==> src/hdl/cooked_line_editor_unit_defines.svh <==
// ----------------------------------------------------------------------------
// Assertion macros for the cooked line editor
// Shared property wrappers used by the assertion sections of the RTL.
// ----------------------------------------------------------------------------
`ifndef COOKED_LINE_EDITOR_UNIT_DEFINES_SVH
`define COOKED_LINE_EDITOR_UNIT_DEFINES_SVH

// Same-cycle implication, disabled while reset is asserted.
`define CLE_ASSERT_IMPL(label, clk, rst_n, ante, cons, msg) \
    label: assert property (@(posedge clk) disable iff (!rst_n) (ante) |-> (cons)) \
        else $error(msg);

// Next-cycle implication, disabled while reset is asserted.
`define CLE_ASSERT_NEXT(label, clk, rst_n, ante, cons, msg) \
    label: assert property (@(posedge clk) disable iff (!rst_n) (ante) |=> (cons)) \
        else $error(msg);

`endif

==> src/hdl/cle_pkg.sv <==
// ----------------------------------------------------------------------------
// Cooked line editor package
// Character codes, state encodings and the control/status bundles shared
// between the controller and the datapath.
// ----------------------------------------------------------------------------
package cle_pkg;

    localparam int NL_W = 32;
    localparam logic [NL_W-1:0] NL_MAX = '1;

    localparam logic CMD_BYTE = 1'b0;
    localparam logic CMD_READ = 1'b1;

    localparam logic [7:0] CH_BS       = 8'h08;
    localparam logic [7:0] CH_LF       = 8'h0A;
    localparam logic [7:0] CH_CR       = 8'h0D;
    localparam logic [7:0] CH_ESC      = 8'h1B;
    localparam logic [7:0] CH_SPACE    = 8'h20;
    localparam logic [7:0] CH_C        = 8'h43;
    localparam logic [7:0] CH_D        = 8'h44;
    localparam logic [7:0] CH_LBRACKET = 8'h5B;
    localparam logic [7:0] CH_DEL      = 8'h7F;
    localparam logic [7:0] CH_ZERO     = 8'h00;

    typedef enum logic [1:0] {
        ESC_NORMAL  = 2'd0,
        ESC_SEEN    = 2'd1,
        ESC_BRACKET = 2'd2
    } esc_state_t;

    typedef enum logic [1:0] {
        KIND_ECHO  = 2'd0,
        KIND_DATA  = 2'd1,
        KIND_EMPTY = 2'd2
    } kind_t;

    typedef enum logic [2:0] {
        ACT_NONE,
        ACT_ECHO,
        ACT_ERASE,
        ACT_RIGHT,
        ACT_EMPTY,
        ACT_READ
    } act_t;

    typedef enum logic [2:0] {
        SRC_ECHO,
        SRC_BS,
        SRC_SPACE,
        SRC_MEM,
        SRC_ZERO
    } src_t;

    typedef enum logic [3:0] {
        ST_IDLE,
        ST_DECODE,
        ST_ECHO,
        ST_ERASE_BS1,
        ST_ERASE_SP,
        ST_ERASE_BS2,
        ST_MEM_ECHO,
        ST_EMPTY,
        ST_RD_FETCH,
        ST_RD_EMIT
    } state_t;

    typedef struct packed {
        logic  load;
        logic  apply;
        logic  emit;
        src_t  src;
        kind_t kind;
        logic  last;
        logic  rd_fetch;
        logic  rd_step;
        logic  rd_finish;
    } ctrl_cmd_t;

    typedef struct packed {
        act_t act;
        logic out_free;
        logic rd_last;
    } dp_status_t;

endpackage

==> src/hdl/cle_ctrl.sv <==
// ----------------------------------------------------------------------------
// Line editor controller
// Sequences word acceptance, state update, echo words and the read walk.
// ----------------------------------------------------------------------------
module cle_ctrl (
    input  logic                  clk,
    input  logic                  rst_n,
    input  logic                  in_valid,
    output logic                  in_ready,
    input  cle_pkg::dp_status_t   status,
    output cle_pkg::ctrl_cmd_t    cmd
);

    cle_pkg::state_t state_reg;
    cle_pkg::state_t state_next;

    always_ff @(posedge clk or negedge rst_n)
    begin
        if (!rst_n)
        begin
            state_reg <= cle_pkg::ST_IDLE;
        end
        else
        begin
            state_reg <= state_next;
        end
    end

    always_comb
    begin
        state_next = state_reg;
        unique case (state_reg) inside
            cle_pkg::ST_IDLE:
            begin
                if (in_valid)
                    state_next = cle_pkg::ST_DECODE;
            end
            cle_pkg::ST_DECODE:
            begin
                unique case (status.act)
                    cle_pkg::ACT_ECHO:  state_next = cle_pkg::ST_ECHO;
                    cle_pkg::ACT_ERASE: state_next = cle_pkg::ST_ERASE_BS1;
                    cle_pkg::ACT_RIGHT: state_next = cle_pkg::ST_MEM_ECHO;
                    cle_pkg::ACT_EMPTY: state_next = cle_pkg::ST_EMPTY;
                    cle_pkg::ACT_READ:  state_next = cle_pkg::ST_RD_FETCH;
                    default:            state_next = cle_pkg::ST_IDLE;
                endcase
            end
            cle_pkg::ST_ERASE_BS1:
            begin
                if (status.out_free)
                    state_next = cle_pkg::ST_ERASE_SP;
            end
            cle_pkg::ST_ERASE_SP:
            begin
                if (status.out_free)
                    state_next = cle_pkg::ST_ERASE_BS2;
            end
            cle_pkg::ST_ECHO, cle_pkg::ST_ERASE_BS2, cle_pkg::ST_MEM_ECHO,
            cle_pkg::ST_EMPTY:
            begin
                if (status.out_free)
                    state_next = cle_pkg::ST_IDLE;
            end
            cle_pkg::ST_RD_FETCH:
            begin
                state_next = cle_pkg::ST_RD_EMIT;
            end
            cle_pkg::ST_RD_EMIT:
            begin
                if (status.out_free && status.rd_last)
                    state_next = cle_pkg::ST_IDLE;
            end
            default:
            begin
                state_next = cle_pkg::ST_IDLE;
            end
        endcase
    end

    always_comb
    begin
        in_ready = 1'b0;
        cmd      = '0;
        cmd.src  = cle_pkg::SRC_ECHO;
        cmd.kind = cle_pkg::KIND_ECHO;
        unique case (state_reg)
            cle_pkg::ST_IDLE:
            begin
                in_ready = 1'b1;
                cmd.load = in_valid;
            end
            cle_pkg::ST_DECODE:
            begin
                cmd.apply = 1'b1;
            end
            cle_pkg::ST_ECHO:
            begin
                cmd.emit = status.out_free;
                cmd.last = 1'b1;
            end
            cle_pkg::ST_ERASE_BS1:
            begin
                cmd.emit = status.out_free;
                cmd.src  = cle_pkg::SRC_BS;
            end
            cle_pkg::ST_ERASE_SP:
            begin
                cmd.emit = status.out_free;
                cmd.src  = cle_pkg::SRC_SPACE;
            end
            cle_pkg::ST_ERASE_BS2:
            begin
                cmd.emit = status.out_free;
                cmd.src  = cle_pkg::SRC_BS;
                cmd.last = 1'b1;
            end
            cle_pkg::ST_MEM_ECHO:
            begin
                cmd.emit = status.out_free;
                cmd.src  = cle_pkg::SRC_MEM;
                cmd.last = 1'b1;
            end
            cle_pkg::ST_EMPTY:
            begin
                cmd.emit = status.out_free;
                cmd.src  = cle_pkg::SRC_ZERO;
                cmd.kind = cle_pkg::KIND_EMPTY;
                cmd.last = 1'b1;
            end
            cle_pkg::ST_RD_FETCH:
            begin
                cmd.rd_fetch = 1'b1;
            end
            cle_pkg::ST_RD_EMIT:
            begin
                cmd.emit      = status.out_free;
                cmd.src       = cle_pkg::SRC_MEM;
                cmd.kind      = cle_pkg::KIND_DATA;
                cmd.last      = status.rd_last;
                cmd.rd_step   = status.out_free;
                cmd.rd_fetch  = status.out_free && !status.rd_last;
                cmd.rd_finish = status.out_free && status.rd_last;
            end
            default:
            begin
                cmd.load = 1'b0;
            end
        endcase
    end

endmodule

==> config.mk <==
export PLATFORM = sky130hd
export DESIGN_NAME = cle_ctrl
export DESIGN_NICKNAME = d
export VERILOG_FILES = /design/src/hdl/cooked_line_editor_unit_defines.svh /design/src/hdl/cle_pkg.sv /design/src/hdl/cle_ctrl.sv
export SDC_FILE = /design/constraint.sdc
export NUM_CORES = 1
export LEC_CHECK = 0
export BUFFER_PORTS_ARGS = -buffer_cell sky130_fd_sc_hd__buf_2
export CAP_MARGIN = 20
export CORE_AREA = 2 2 39 41
export CTS_CLUSTER_DIAMETER = 60
export CTS_CLUSTER_SIZE = 25
export DETAILED_ROUTE_END_ITERATION = 10
export DIE_AREA = 0 0 41 43
export PLACE_DENSITY_LB_ADDON = 0.15
export SETUP_SLACK_MARGIN = 0.1
export SLEW_MARGIN = 15
export SYNTH_ARGS = -nofsm -noshare
export SYNTH_HDL_FRONTEND = slang
export SYNTH_SLANG_ARGS = --single-unit
==> constraint.sdc <==
create_clock -name clk -period 1.5 [get_ports clk]
set_clock_uncertainty 0.1 [all_clocks]
set_input_delay 0.075 -clock clk [delete_from_list [all_inputs] [get_ports clk]]
set_output_delay 0.075 -clock clk [all_outputs]
set_load 0.005 [all_outputs]
# Yosys cells after proc, flatten, opt, wreduce, memory -nomap -nowiden
# Index checks and enable logic that the tools add are counted.
[word_totals]
ff_bits = 4
input_bits = 8
out_inout_bits = 13
[classes]
eq_ne = 19
muxes = 16
reduce_logical = 9
[op_table]
columns = ["operator", "n"]
rows = [
  ["$pmux 4 s7", 1],
  ["$mux 4", 5],
  ["$pmux 4 s5", 1],
  ["$eq 4x3->1 const B", 4],
  ["$pmux 3 s4", 1],
  ["$eq 4x2->1 const B", 2],
  ["$eq 4x4->1 const B", 2],
  ["$reduce_or 7->1", 1],
  ["$eq 3x2->1 const B", 2],
  ["$eq 3x3->1 const B", 2],
  ["$ne 2x2->1 const B", 3],
  ["$reduce_and 5->1", 1],
  ["$eq 4x1->1 const B", 1],
  ["$logic_not 4->1", 1],
  ["$mux 1", 4],
  ["$ne 2x1->1 const B", 2],
  ["$pmux 1 s2", 2],
  ["$pmux 2 s2", 1],
  ["$reduce_or 2->1", 2],
  ["$reduce_or 4->1", 1],
  ["$eq 3x1->1 const B", 1],
  ["$logic_and 1x1->1", 2],
  ["$mux 2", 1],
  ["$logic_not 1->1", 1],
]

# Logic depth before layout (Yosys ltp)
[logic_depth]
depth_word = 4
mapped_depth = 6
mapped_depth_nobuf = 6

# Least setup slack after synthesis
# Ideal clock, no wire load.
[synth_path]
path_kind = "register -> register"
from = "register state_reg[1]"
to = "register state_reg[0]"
setup_ns = 0.128
arrival_time_ns = 1.255
required_time_ns = 1.272
setup_slack_ns = 0.017
stages_incl_launch_ff = 6
n_path_buf = 1
synth_period_minus_slack_ns = 1.483
cell_sequence = "dfrtp_1 > buf_4 > nor2_1 > nor2_1 > a21oi_1 > mux2_1"
[synth_via]
elab_chain_cells = 4
word_cells_on_any_way = 18
cone_classes = "14 x eq/ne; 1 x mux; 3 x reduce/logical"
[synth_lines]
columns = ["element", "line", "source"]
rows = [
  ["start, declared", "cle_ctrl.sv:14", "cle_pkg::state_t state_reg;"],
  ["start signal, assigned", "cle_ctrl.sv:21", "state_reg <= cle_pkg::ST_IDLE;"],
  ["start signal, assigned", "cle_ctrl.sv:25", "state_reg <= state_next;"],
  ["$eq 4x2->1 / $eq 4x3->1 (equally long branches)", "--", ""],
  ["$reduce_or 4->1 (no line)", "--", ""],
  ["$ne 2x1->1 (no line)", "--", ""],
  ["$reduce_and 5->1 (no line)", "--", ""],
]
# Several ways; a longest one is shown, not always the timed one.
# A chain may end at the register's enable or synchronous reset.

==> flow_metrics.py <==
metrics = {
    "clocking": {
        "clock_insertion_delay_worst_skew_ns": 0.24,
        "cts_tree": "built",
        "clock_path_buffers": 2,
        "ctsHtreeMaxLevel": 1,
        "clock_sink_count": 4,
        "cts-root-buf": "clkbuf_4",
        "clk_transition_reported_paths_ns": 0.04,
        "cts_made_buffers": 3,
    },
    "outcome": {
        "failed_checks": "setup timing",
        "outcome": "finished with violations",
    },
    "power_and_ir_drop": {
        "pwr-share-clk_pct": 8.9,
        "power.net_switching_mw": 0.617,
        "switching_share_pct": 40.9,
        "power.density_cell_area_mw_per_mm2": 1840,
        "cell_internal_pwr_mw": 0.891,
        "power.ir.vdd_worst_uv": 672,
        "power.share.combinational_pct": 75.8,
        "leakage_power_total_nw": 0.418,
        "sequentialPowerShare_pct": 15.3,
    },
    "synthesis": {
        "yosys.cell_types.count": 29,
        "synth_async_sr_flop_share_pct": 100,
        "synth.cell_area_sq_um": 468,
        "count_of_mapped_cells_out_of_synthesis": 62,
        "synth_edf_count": 0,
        "synth-seq-area-share_pct": 21.4,
        "post_synth_top_flop": "dfrtp_1",
        "post_synth.cell_area_avg_sq_um": 7.55,
        "postSynthNetCount": 71,
        "ff_latch_count_synth": 4,
        "ys.warnings.count": 0,
    },
    "final_layout": {
        "largest_register_ff_count": 4,
        "final-instance-count-excl-fill": 113,
        "diodes": 0,
        "post_route_cells_drive_above_1_share_pct": 56.7,
        "nNetsFinal": 108,
        "area_growth_syn_to_layout_pct": 75.4,
        "fillCellCount": 130,
    },
    "routing": {
        "dr.pass1.iters": 4,
        "routed_via_density": 5.09,
        "drt_iter0_drc": 5,
        "vias": 575,
        "post_drt_wl_per_cell_um": 12.7,
        "route.antenna.remaining_nets": 0,
        "postRouteWirelength_mm": 1.43,
        "drc": 0,
    },
    "placement": {
        "io_buffer_count": 20,
        "place_congestion": 0.736,
        "place_inst": 102,
        "final_hpwl_from_detailed_placement_um": 937,
    },
    "global_route": {
        "wire_length_of_the_first_global_routing_pass_mm": 1.96,
        "number_of_antenna_violations_at_the_first_check_in_global_routing": 0,
        "grt_remaining_overflow": 0,
        "grtUsageTotal_pct": 16.9,
        "grt_start_max_net_pins": 8,
        "first_global_vias": 509,
    },
    "floorplan": {
        "fp-row-count": 14,
        "core-area_sq_mm": 0.00138,
        "die-height_um": 43,
        "die_boundary_width_um": 41,
        "top_level_ports": 21,
        "floorplan.die_area_sq_mm": 0.00176,
        "initial_core_util_pct": 33.8,
    },
    "flow_run": {
        "timing.max_cap.violations": 0,
    },
    "worst_setup_path": {
        "crit_chain": "buf_6 -> xnor2_2 -> a211o_1 -> nand2_1 -> buf_2",
        "crit_path_end_kind": "output port",
        "worst-setup-path-type": "reg -> out",
        "critical_path_peak_fanout": 7,
        "worst-endpoint-arrival_ns": 1.38,
        "timing.critical_path.from_type": "flip-flop",
        "worst_path_required_time_ns": 1.32,
        "cp_slowest_stage_delay_ns": 0.42,
        "cpLargestDelayFamily": "flip-flops",
        "critical_path_buf_inv_count": 2,
        "crit_path_top_delay_cell": "dfrtp_1",
    },
    "timing": {
        "relSlewSlack_pct": 85.0,
        "fin_crit_sh_pct": 104,
        "final-setup-viol-count": 3,
        "maxSlewViolCount": 0,
        "post-route-worst-setup-slack_ns": -0.0544,
        "finalHoldViolCount": 0,
        "rsz0062_at_grt": "yes",
        "worst_hold_slack_ns": 0.0593,
        "highest_clock_rate_ghz": 0.643,
        "final_period_minus_worst_setup_slack_ns": 1.55,
        "max_slew.worst_pin.slew_ns": 0.223,
    },
    "worst_hold_path": {
        "worst_hold_path_type": "in -> reg",
    },
}
## power by group through the flow
stage	sequential [mW]	clock (mW)	combinational (mW)
floorplan	0.182	0	0.509
global placement	0.217	0	0.748
detailed placement	0.218	0	0.752
CTS	0.225	0.139	0.933
global route	0.237	0.142	1.23
finish	0.231	0.134	1.14
## cells by family after synthesis
kind of cell | count (synthesis) | synth area share, %
compound gates | 17 | 24.1
buf+inv | 9 | 11.0
fa+ha+maj | 1 | 2.67
mux | 3 | 6.68
xor+xnor | 1 | 1.87
simple gates | 27 | 32.4
flops | 4 | 21.4
## worst paths after layout
kind                               from           end  slack [ns]  cells after the start
max                        state_reg[0]        cmd[6]       -0.05                      5
min                           status[2]  state_reg[3]        0.06                      2
max reg2reg                state_reg[3]  state_reg[0]       -0.03                      4
min reg2reg                state_reg[1]  state_reg[1]        0.61                      2
max in group asynchronous         rst_n  state_reg[1]        1.09                      2
min in group asynchronous         rst_n  state_reg[0]        0.08                      2
## final cells by class
| class | count | area (sq um) | area share [%] |
|---|---|---|---|
| repair buffers | 37 | 269 | 32.8 |
| flip-flops and latches | 4 | 104 | 12.7 |
| multi-input cells | 49 | 390 | 47.6 |
| clock buffers | 3 | 22.5 | 2.74 |
| inverters | 4 | 15.0 | 1.83 |
| well taps | 16 | 20.0 | 2.44 |
## cell usage in the layout, fill, tap and decap left out, drive strengths merged, types with 2 or more instances in the layout
| master | count |
|---|---|
| dfrtp | 4 |
| o21ai | 2 |
| a31oi | 2 |
| a21oi | 5 |
| clkbuf | 3 |
| nor2 | 8 |
| and2 | 2 |
| a22o | 2 |
| o22ai | 2 |
| nand2 | 6 |
| nand2b | 4 |
| inv | 4 |
| mux2i | 2 |
| buf | 36 |
## Yosys cell counts (all sizes together), types with 2 or more instances
library cell,instances,area (sq um)
mux2i,2,20.0
a22o,2,17.5
o21ai,2,10.0
o22ai,2,12.5
a31oi,2,12.5
inv,4,15.0
dfrtp,4,100
buf,5,36.3
a21oi,5,25.0
nand2,6,22.5
nor2,8,30.0
and2,2,12.5
nand2b,4,25.0
## repair_timing
| item | 4_1_cts | 5_1_grt |
|---|---|---|
| setup buffers | 4 | 3 |
| gates cloned | 0 | 0 |
| hold endpoints to repair | 4 | 0 |
| pin swaps | 7 | 4 |
| hold buffers | 1 | 0 |
| setup endpoints to repair | 14 | 16 |
| resized for setup | 14 | 14 |
## routing by layer
metal / GRT usage [%] / part of all wire (%) / vias to the layer above
met5: 0 / 0 / -
met1: 18.6 / 39 / 260
met3: 1.57 / 3.2 / 5
met2: 27.8 / 55 / 20
met4: 12.0 / 2.9 / 0
li1: - / - / 290
## metrics by stage
step | setup TNS, ns | instance area (sq um) | total power, mW | worst slack (ns) | util (%)
3_3_place_gp | 0 | 627 | 0.966 | 0.0211 | 45.3
3_5_place_dp | -0.0183 | 627 | 0.970 | -0.0183 | 45.3
6_report | -0.0936 | 821 | 1.51 | -0.0544 | 59.3
4_1_cts | -0.0253 | 739 | 1.30 | -0.0146 | 53.4
2_1_floorplan | 0 | 475 | 0.691 | 0.0878 | -
5_1_grt | -0.352 | 821 | 1.61 | -0.112 | 59.3
No activity file was read; power rests on OpenSTA's default activity.
